--- config.mk ---
export PLATFORM = sky130hd
export DESIGN_NAME = sprite_blit_clip_alpha_test_top
export DESIGN_NICKNAME = d
export VERILOG_FILES = /design/src/hw/rtl/sbca_pkg.sv /design/src/hw/rtl/sprite_blit_clip_alpha_test_top.sv
export SDC_FILE = /design/constraint.sdc
export NUM_CORES = 1
export LEC_CHECK = 0
export ABC_AREA = 1
export BUFFER_PORTS_ARGS = -buffer_cell sky130_fd_sc_hd__clkbuf_2
export CAP_MARGIN = 20
export CORE_MARGIN = 3
export CORE_UTILIZATION = 55
export CTS_BUF_LIST = sky130_fd_sc_hd__clkbuf_4 sky130_fd_sc_hd__clkbuf_8 sky130_fd_sc_hd__clkbuf_16
export DETAILED_ROUTE_END_ITERATION = 7
export GPL_TIMING_DRIVEN = 0
export PLACE_DENSITY_LB_ADDON = 0.15
export SETUP_SLACK_MARGIN = 0.3
export SYNTH_ARGS = -nofsm -noshare
export SYNTH_HDL_FRONTEND = slang
export SYNTH_SLANG_ARGS = --single-unit
--- constraint.sdc ---
create_clock -name clock -period 17 [get_ports clock]
set_input_delay 3.4 -clock clock [delete_from_list [all_inputs] [get_ports clock]]
set_output_delay 3.4 -clock clock [all_outputs]
set_load 0.02 [all_outputs]
--- src/hw/rtl/sbca_pkg.sv ---
package sbca_pkg;

   // largest sprite edge in pixels
   localparam int MAX_DIM = 4096;

   // counter width holds 0 .. MAX_DIM-1
   localparam int CNT_W = $clog2(MAX_DIM);
   // sprite size as used, 1 .. MAX_DIM
   localparam int DIM_W = CNT_W + 1;

   // fixed register and field widths
   localparam int CFG_W   = 13;
   localparam int PITCH_W = 15;
   localparam int ADDR_W  = 26;
   localparam int PIX_W   = 32;
   localparam int IDX_W   = 3;

   // signed destination position, wide enough for start plus counter
   localparam int POS_W  = ((CNT_W > CFG_W) ? CNT_W : CFG_W) + 2;
   localparam int POSU_W = POS_W - 1;
   localparam int MUL_W  = POSU_W + PITCH_W;

   localparam logic [PIX_W-1:0] ALPHA_BITS = 32'hFF00_0000;

   typedef enum logic [IDX_W-1:0] {
      REG_SPRITE_WIDTH  = 3'd0,
      REG_SPRITE_HEIGHT = 3'd1,
      REG_START_X       = 3'd2,
      REG_START_Y       = 3'd3,
      REG_OUT_WIDTH     = 3'd4,
      REG_OUT_HEIGHT    = 3'd5,
      REG_ROW_PITCH     = 3'd6
   } reg_index_type;

   // zero acts as one, oversize acts as MAX_DIM
   function automatic logic [DIM_W-1:0] eff_dim(input logic [CFG_W-1:0] d);
      logic [DIM_W-1:0] r;
      if (d == '0) begin
         r = DIM_W'(1);
      end else if (int'(d) > MAX_DIM) begin
         r = DIM_W'(MAX_DIM);
      end else begin
         r = DIM_W'(d);
      end
      return r;
   endfunction

endpackage

--- src/hw/rtl/sprite_blit_clip_alpha_test_top.sv ---
// sprite blitter back end: places, clips and alpha-tests one pixel per beat
// a request beat is registered in the position stage, then in the response register, before it is offered as a response
// throughput: one pixel per cycle sustained while rsp_ready holds, set by the two-register pipeline
// (position stage, then clip/address stage with one 14x15 multiply)
// reset (synchronous, active high): counters cleared, pipeline emptied,
// registers back to width 1, height 1, start 0, clip 0, pitch 4
module sprite_blit_clip_alpha_test_top (
   input  logic                             clock,
   input  logic                             reset,
   // pixel request channel
   input  logic                             req_valid,
   output logic                             req_ready,
   input  logic [sbca_pkg::PIX_W-1:0]       req_pixel,
   // result channel
   output logic                             rsp_valid,
   input  logic                             rsp_ready,
   output logic                             rsp_write_enable,
   output logic [sbca_pkg::ADDR_W-1:0]      rsp_dest_address,
   output logic [sbca_pkg::PIX_W-1:0]       rsp_pixel_out,
   output logic                             rsp_last,
   // register write channel
   input  logic                             csr_valid,
   output logic                             csr_ready,
   input  logic [sbca_pkg::IDX_W-1:0]       csr_index,
   input  logic [31:0]                      csr_data
);

   // configuration registers
   logic [sbca_pkg::CFG_W-1:0]          sprite_width_ff;
   logic [sbca_pkg::CFG_W-1:0]          sprite_height_ff;
   logic signed [sbca_pkg::CFG_W-1:0]   start_x_ff;
   logic signed [sbca_pkg::CFG_W-1:0]   start_y_ff;
   logic [sbca_pkg::CFG_W-1:0]          out_width_ff;
   logic [sbca_pkg::CFG_W-1:0]          out_height_ff;
   logic [sbca_pkg::PITCH_W-1:0]        row_pitch_ff;

   // raster counters
   logic [sbca_pkg::CNT_W-1:0]          col_ff, col_in;
   logic [sbca_pkg::CNT_W-1:0]          row_ff, row_in;

   // stage 1: position
   logic                                s1_valid_ff;
   logic [sbca_pkg::PIX_W-1:0]          s1_pixel_ff;
   logic signed [sbca_pkg::POS_W-1:0]   s1_x_ff, s1_x_in;
   logic signed [sbca_pkg::POS_W-1:0]   s1_y_ff, s1_y_in;
   logic                                s1_last_ff, s1_last_in;

   // stage 2: response register
   logic                                rsp_valid_ff;
   logic                                rsp_we_ff, rsp_we_in;
   logic [sbca_pkg::ADDR_W-1:0]         rsp_addr_ff, rsp_addr_in;
   logic [sbca_pkg::PIX_W-1:0]          rsp_pixel_ff;
   logic                                rsp_last_ff;

   logic                                out_adv;
   logic                                req_fire;
   logic [sbca_pkg::DIM_W-1:0]          w_eff, h_eff;
   logic                                col_end, row_end;
   logic [sbca_pkg::POSU_W-1:0]         x_u, y_u;
   logic                                in_clip;
   logic [sbca_pkg::MUL_W-1:0]          mul_full;

   // csr writes are always accepted at once
   assign csr_ready = 1'b1;

   always_ff @(posedge clock) begin
      if (reset) begin
         sprite_width_ff  <= sbca_pkg::CFG_W'(1);
         sprite_height_ff <= sbca_pkg::CFG_W'(1);
         start_x_ff       <= '0;
         start_y_ff       <= '0;
         out_width_ff     <= '0;
         out_height_ff    <= '0;
         row_pitch_ff     <= sbca_pkg::PITCH_W'(4);
      end else if (csr_valid) begin
         case (sbca_pkg::reg_index_type'(csr_index))
            sbca_pkg::REG_SPRITE_WIDTH:  sprite_width_ff  <= csr_data[sbca_pkg::CFG_W-1:0];
            sbca_pkg::REG_SPRITE_HEIGHT: sprite_height_ff <= csr_data[sbca_pkg::CFG_W-1:0];
            sbca_pkg::REG_START_X:       start_x_ff       <= csr_data[sbca_pkg::CFG_W-1:0];
            sbca_pkg::REG_START_Y:       start_y_ff       <= csr_data[sbca_pkg::CFG_W-1:0];
            sbca_pkg::REG_OUT_WIDTH:     out_width_ff     <= csr_data[sbca_pkg::CFG_W-1:0];
            sbca_pkg::REG_OUT_HEIGHT:    out_height_ff    <= csr_data[sbca_pkg::CFG_W-1:0];
            sbca_pkg::REG_ROW_PITCH:     row_pitch_ff     <= csr_data[sbca_pkg::PITCH_W-1:0];
            default: ; // index beyond the register list is dropped
         endcase
      end
   end

   // pipeline moves when the response slot is free or being taken
   assign out_adv   = !rsp_valid_ff || rsp_ready;
   assign req_ready = !s1_valid_ff || out_adv;
   assign req_fire  = req_valid && req_ready;

   // sprite size as used by the raster walk
   assign w_eff = sbca_pkg::eff_dim(sprite_width_ff);
   assign h_eff = sbca_pkg::eff_dim(sprite_height_ff);

   // wrap test uses >= so a counter left past a shrunken size still wraps
   assign col_end = ({1'b0, col_ff} + sbca_pkg::DIM_W'(1)) >= w_eff;
   assign row_end = ({1'b0, row_ff} + sbca_pkg::DIM_W'(1)) >= h_eff;

   always_comb begin
      col_in = col_ff;
      row_in = row_ff;
      if (req_fire) begin
         if (col_end) begin
            col_in = '0;
            row_in = row_end ? '0 : row_ff + sbca_pkg::CNT_W'(1);
         end else begin
            col_in = col_ff + sbca_pkg::CNT_W'(1);
         end
      end
   end

   // destination position of the incoming pixel
   assign s1_x_in    = sbca_pkg::POS_W'(start_x_ff) + $signed(sbca_pkg::POS_W'(col_ff));
   assign s1_y_in    = sbca_pkg::POS_W'(start_y_ff) + $signed(sbca_pkg::POS_W'(row_ff));
   assign s1_last_in = col_end && row_end;

   always_ff @(posedge clock) begin
      if (reset) begin
         col_ff      <= '0;
         row_ff      <= '0;
         s1_valid_ff <= 1'b0;
      end else begin
         col_ff <= col_in;
         row_ff <= row_in;
         if (req_ready) begin
            s1_valid_ff <= req_valid;
         end
      end
   end

   always_ff @(posedge clock) begin
      if (req_fire) begin
         s1_pixel_ff <= req_pixel;
         s1_x_ff     <= s1_x_in;
         s1_y_ff     <= s1_y_in;
         s1_last_ff  <= s1_last_in;
      end
   end

   // clip against the surface, low bits are the position once it is nonnegative
   assign x_u     = s1_x_ff[sbca_pkg::POSU_W-1:0];
   assign y_u     = s1_y_ff[sbca_pkg::POSU_W-1:0];
   assign in_clip = !s1_x_ff[sbca_pkg::POS_W-1] && !s1_y_ff[sbca_pkg::POS_W-1] &&
                    (x_u < sbca_pkg::POSU_W'(out_width_ff)) &&
                    (y_u < sbca_pkg::POSU_W'(out_height_ff));

   // alpha test: fully transparent pixels are not written
   assign rsp_we_in = in_clip && ((s1_pixel_ff & sbca_pkg::ALPHA_BITS) != '0);

   // byte address = y * pitch + 4 * x, wrapping at the address width
   assign mul_full    = sbca_pkg::MUL_W'(y_u) * sbca_pkg::MUL_W'(row_pitch_ff);
   assign rsp_addr_in = rsp_we_in ?
                        (sbca_pkg::ADDR_W'(mul_full) + sbca_pkg::ADDR_W'({x_u, 2'b00})) :
                        '0;

   always_ff @(posedge clock) begin
      if (reset) begin
         rsp_valid_ff <= 1'b0;
      end else if (out_adv) begin
         rsp_valid_ff <= s1_valid_ff;
      end
   end

   always_ff @(posedge clock) begin
      if (out_adv && s1_valid_ff) begin
         rsp_we_ff    <= rsp_we_in;
         rsp_addr_ff  <= rsp_addr_in;
         rsp_pixel_ff <= s1_pixel_ff;
         rsp_last_ff  <= s1_last_ff;
      end
   end

   assign rsp_valid        = rsp_valid_ff;
   assign rsp_write_enable = rsp_we_ff;
   assign rsp_dest_address = rsp_addr_ff;
   assign rsp_pixel_out    = rsp_pixel_ff;
   assign rsp_last         = rsp_last_ff;

   // a written pixel is never transparent
   a_we_opaque: assert property (@(posedge clock) disable iff (reset)
      rsp_valid_ff && rsp_we_ff |-> (rsp_pixel_ff[31:24] != 8'd0))
      else $error("write enabled on a transparent pixel");

   // suppressed writes carry a zero address
   a_addr_zero: assert property (@(posedge clock) disable iff (reset)
      rsp_valid_ff && !rsp_we_ff |-> (rsp_addr_ff == '0))
      else $error("nonzero address on a suppressed write");

   // end of a row sends the column back to zero
   a_col_wrap: assert property (@(posedge clock) disable iff (reset)
      req_fire && col_end |=> (col_ff == '0))
      else $error("column counter did not wrap");

   // full pipeline with a stalled response holds off new requests
   a_backpressure: assert property (@(posedge clock) disable iff (reset)
      s1_valid_ff && rsp_valid_ff && !rsp_ready |-> !req_ready)
      else $error("request taken while pipeline is full");

   // reset empties the pipeline
   a_reset_empty: assert property (@(posedge clock)
      reset |=> !s1_valid_ff && !rsp_valid_ff)
      else $error("pipeline not empty after reset");

endmodule
==> impl_metrics.json <==
{
  "outcome": "finished clean",
  "antenna_found_initial": 1,
  "grt_max_degree": 44,
  "end_kind": "primary output",
  "core_area_um2": 33600,
  "initial_core_util_pct": 56.0,
  "gp_congestion": 0.947,
  "grt_pass1_vias": 15225,
  "cts.path.max_buffers": 3,
  "clkSinkCount": 240,
  "dpl.cell_count": 2880,
  "drtAntennaViolNets": 0,
  "required_ps": 13600,
  "syn_area_um2": 18800,
  "via_per_inst": 5.17,
  "fillerInstances": 2967,
  "worstPathArrival_ps": 3900,
  "seq_area_frac_synth_pct": 31.9,
  "die_area_um2": 36500,
  "timing.rr.start": "s1_y_ff[7]",
  "drt-total-wl_um": 46800,
  "die_x_um": 191,
  "worst-r2r-cell-count": 22,
  "crit_type": "in2out",
  "design_power_total_mw": 1.66,
  "fin_cells": 2930,
  "setup_ws_ps": 9700,
  "hold_buffers": 0,
  "drt_iter0_drc": 962,
  "ios": 135,
  "grt-ovfl-total": 0,
  "fin_util_pct": 62.2,
  "rows": 67,
  "holdPathStages": 0,
  "peakVddDrop_uv": 83.5,
  "synth_warnings": 0,
  "tritoncts": "done",
  "fp.dieH_um": 191,
  "tightest_slew_ps": 770,
  "cts_root_buffer": "clkbuf_16",
  "rrSetupSlack_ps": 10660,
  "dp_hpwl_um": 36800,
  "path_clk_slew_ps": 60,
  "powerDensity_nw_per_um2": 79.5,
  "numCtsBuffers": 27,
  "min_to": "rsp_pixel_out[15]",
  "dr_total_vias": 15157,
  "design_area_um2": 20900,
  "yosys_register_bits": 240,
  "final_nets": 2851,
  "maxCapViolCount": 0,
  "min_path_type": "reg2reg",
  "area_delta_synth_final_pct": 11.1,
  "hold_start": "s1_pixel_ff[15]",
  "placed_cell_area_um2": 20000,
  "tns_ps": 0,
  "r2r-end": "rsp_dest_address[23]",
  "track_usage_pct": 26.4,
  "drive_above_1_share_pct": 9.43,
  "p_leak_nw": 10.9,
  "cp_max_fo": 3,
  "rsz0062_at_grt": "false",
  "finalCritPeriodShare_pct": 42.9,
  "skew_ps": 26.4,
  "clock.fmax_mhz": 137,
  "synth_nets": 2704,
  "synthCells": 2314,
  "ys_types": 44,
  "maxSlewHeadroom_pct": 48.7,
  "clk_latency_ps": 560,
  "dr.pass1.iters": 5,
  "hold_slack_ps": 416,
  "setup_viol": 0,
  "preCtsSetupSlack_ps": 9700,
  "ctsResizeCount": 0,
  "fin_crit_ps": 7300,
  "drc": 0,
  "slew_viol_final": 0,
  "portBuffers": 115,
  "htree_levels": 1,
  "cts_setup_buffers": 0,
  "cp-start-kind": "input pin",
  "avgSynthCellArea_um2": 8.14,
  "grt_pass1_wl_um": 76500,
  "wl_per_cell_um": 16.0,
  "hold_violations": 0
}
-- flip-flops by register name (all words and copies together), names as in the netlist --
name,count
col_ff,12
out_height_ff,13
out_width_ff,13
row_ff,12
row_pitch_ff,15
rsp_dest_address,26
rsp_last,1
rsp_pixel_out,32
rsp_valid,1
rsp_write_enable,1
s1_last_ff,1
s1_pixel_ff,32
s1_valid_ff,1
s1_x_ff,14
s1_y_ff,14
sprite_height_ff,13
sprite_width_ff,13
start_x_ff,13
start_y_ff,13
-- power breakdown --
group / internal, mW / total, mW / switching, mW
Sequential: 0.641 / 0.666 / 0.0249
Clock: 0.328 / 0.565 / 0.237
Combinational: 0.151 / 0.432 / 0.281
-- cells in the mapped netlist --
cell / number / area [µm²]
nand4_1: 24 / 150
dfxtp_1: 119 / 2380
inv_1: 518 / 1940
buf_12: 1 / 20.0
buf_4: 2 / 15.0
o21ai_1: 10 / 50.1
nor3_1: 7 / 35.0
a21o_1: 8 / 60.1
inv_2: 5 / 18.8
ha_1: 150 / 1880
nand3_4: 1 / 17.5
a31oi_1: 3 / 18.8
conb_1: 1 / 3.75
nand3b_1: 3 / 22.5
nor2_2: 4 / 25.0
nor2_4: 3 / 33.8
clkbuf_2: 3 / 15.0
nand2_2: 13 / 81.3
nor4_1: 6 / 37.5
clkinv_4: 1 / 8.76
a21oi_2: 11 / 96.3
and2_1: 2 / 12.5
nor2_1: 206 / 773
o21a_1: 1 / 7.51
nand4_2: 1 / 12.5
a21boi_0: 1 / 7.51
buf_6: 2 / 22.5
nand2_4: 1 / 11.3
xor2_1: 27 / 236
nand2_1: 531 / 1990
a21oi_1: 113 / 566
nor3_4: 1 / 16.3
o21ai_0: 109 / 546
buf_2: 9 / 45.0
xnor2_1: 15 / 131
nand3_2: 5 / 50.1
clkbuf_1: 48 / 180
nand3_1: 56 / 280
and3_1: 1 / 6.26
fa_1: 168 / 3360
edfxtp_1: 121 / 3630
or2_2: 1 / 6.26
a31o_2: 1 / 8.76
a21o_2: 1 / 8.76
-- logic make-up after synthesis --
logic type / share of synthesized area [%]
and+or+nand+nor: 18.9
other: 0.0199
xor gates and xnor gates: 1.95
AOI/OAI and AO/OA: 7.27
buffers and inverters: 12.1
adders and majority gates: 27.8
DFF: 31.9
-- worst max path at each step --
| stage | from | endpoint | slack (ps) | cells after the start |
|---|---|---|---|---|
| finish | rsp_ready | req_ready | 9700 | 4 |
| global route | rsp_ready | req_ready | 9670 | 4 |
| CTS | rsp_ready | req_ready | 9700 | 4 |
| detailed placement | rsp_ready | req_ready | 9700 | 4 |
| global placement | rsp_ready | rsp_dest_address[19] | 8940 | 3 |
| floorplan | rsp_ready | req_ready | 9930 | 2 |
-- placed cells by master (no fill, tap or decap), drive strengths merged, types with 6 or more instances in the layout --
master    n
clkinv    6
nor3      8
a21oi   124
o21ai   119
xnor2    15
ha      150
xor2     27
a21o      9
dfxtp   119
buf      17
nor2    213
inv     526
nand2   545
nand4    25
clkbuf  206
edfxtp  121
nand3    62
fa      168
nor4      6
-- layout make-up --
| type | count | area, µm² | share of cell area, % |
|---|---|---|---|
| Antenna cell | 1 | 2.50 | 0.0120 |
| Buffer | 65 | 298 | 1.42 |
| Clock buffer | 40 | 798 | 3.82 |
| Clock inverter | 9 | 73.8 | 0.353 |
| Inverter | 524 | 1970 | 9.43 |
| Multi-Input combinational cell | 1485 | 10600 | 50.5 |
| Sequential cell | 240 | 6020 | 28.8 |
| Tap cell | 448 | 561 | 2.68 |
| Timing Repair Buffer | 118 | 636 | 3.04 |
-- critical path: stages --
cell and delay [ps]:
clkbuf_2 80, inv_1 110, nand3_1 130, clkbuf_2 180
-- metal layers --
metal / share of wire [%] / vias up / track usage (%) / routed length [µm]
li1: - / 7391 / - / -
met2: 48 / 496 / 45.1 / 22500
met4: 4.7 / 0 / 11.0 / 2220
met1: 41 / 7154 / 34.0 / 19200
met3: 6.2 / 116 / 3.52 / 2910
met5: 0 / - / 0 / 0
No activity file was read; power rests on OpenSTA's default activity.
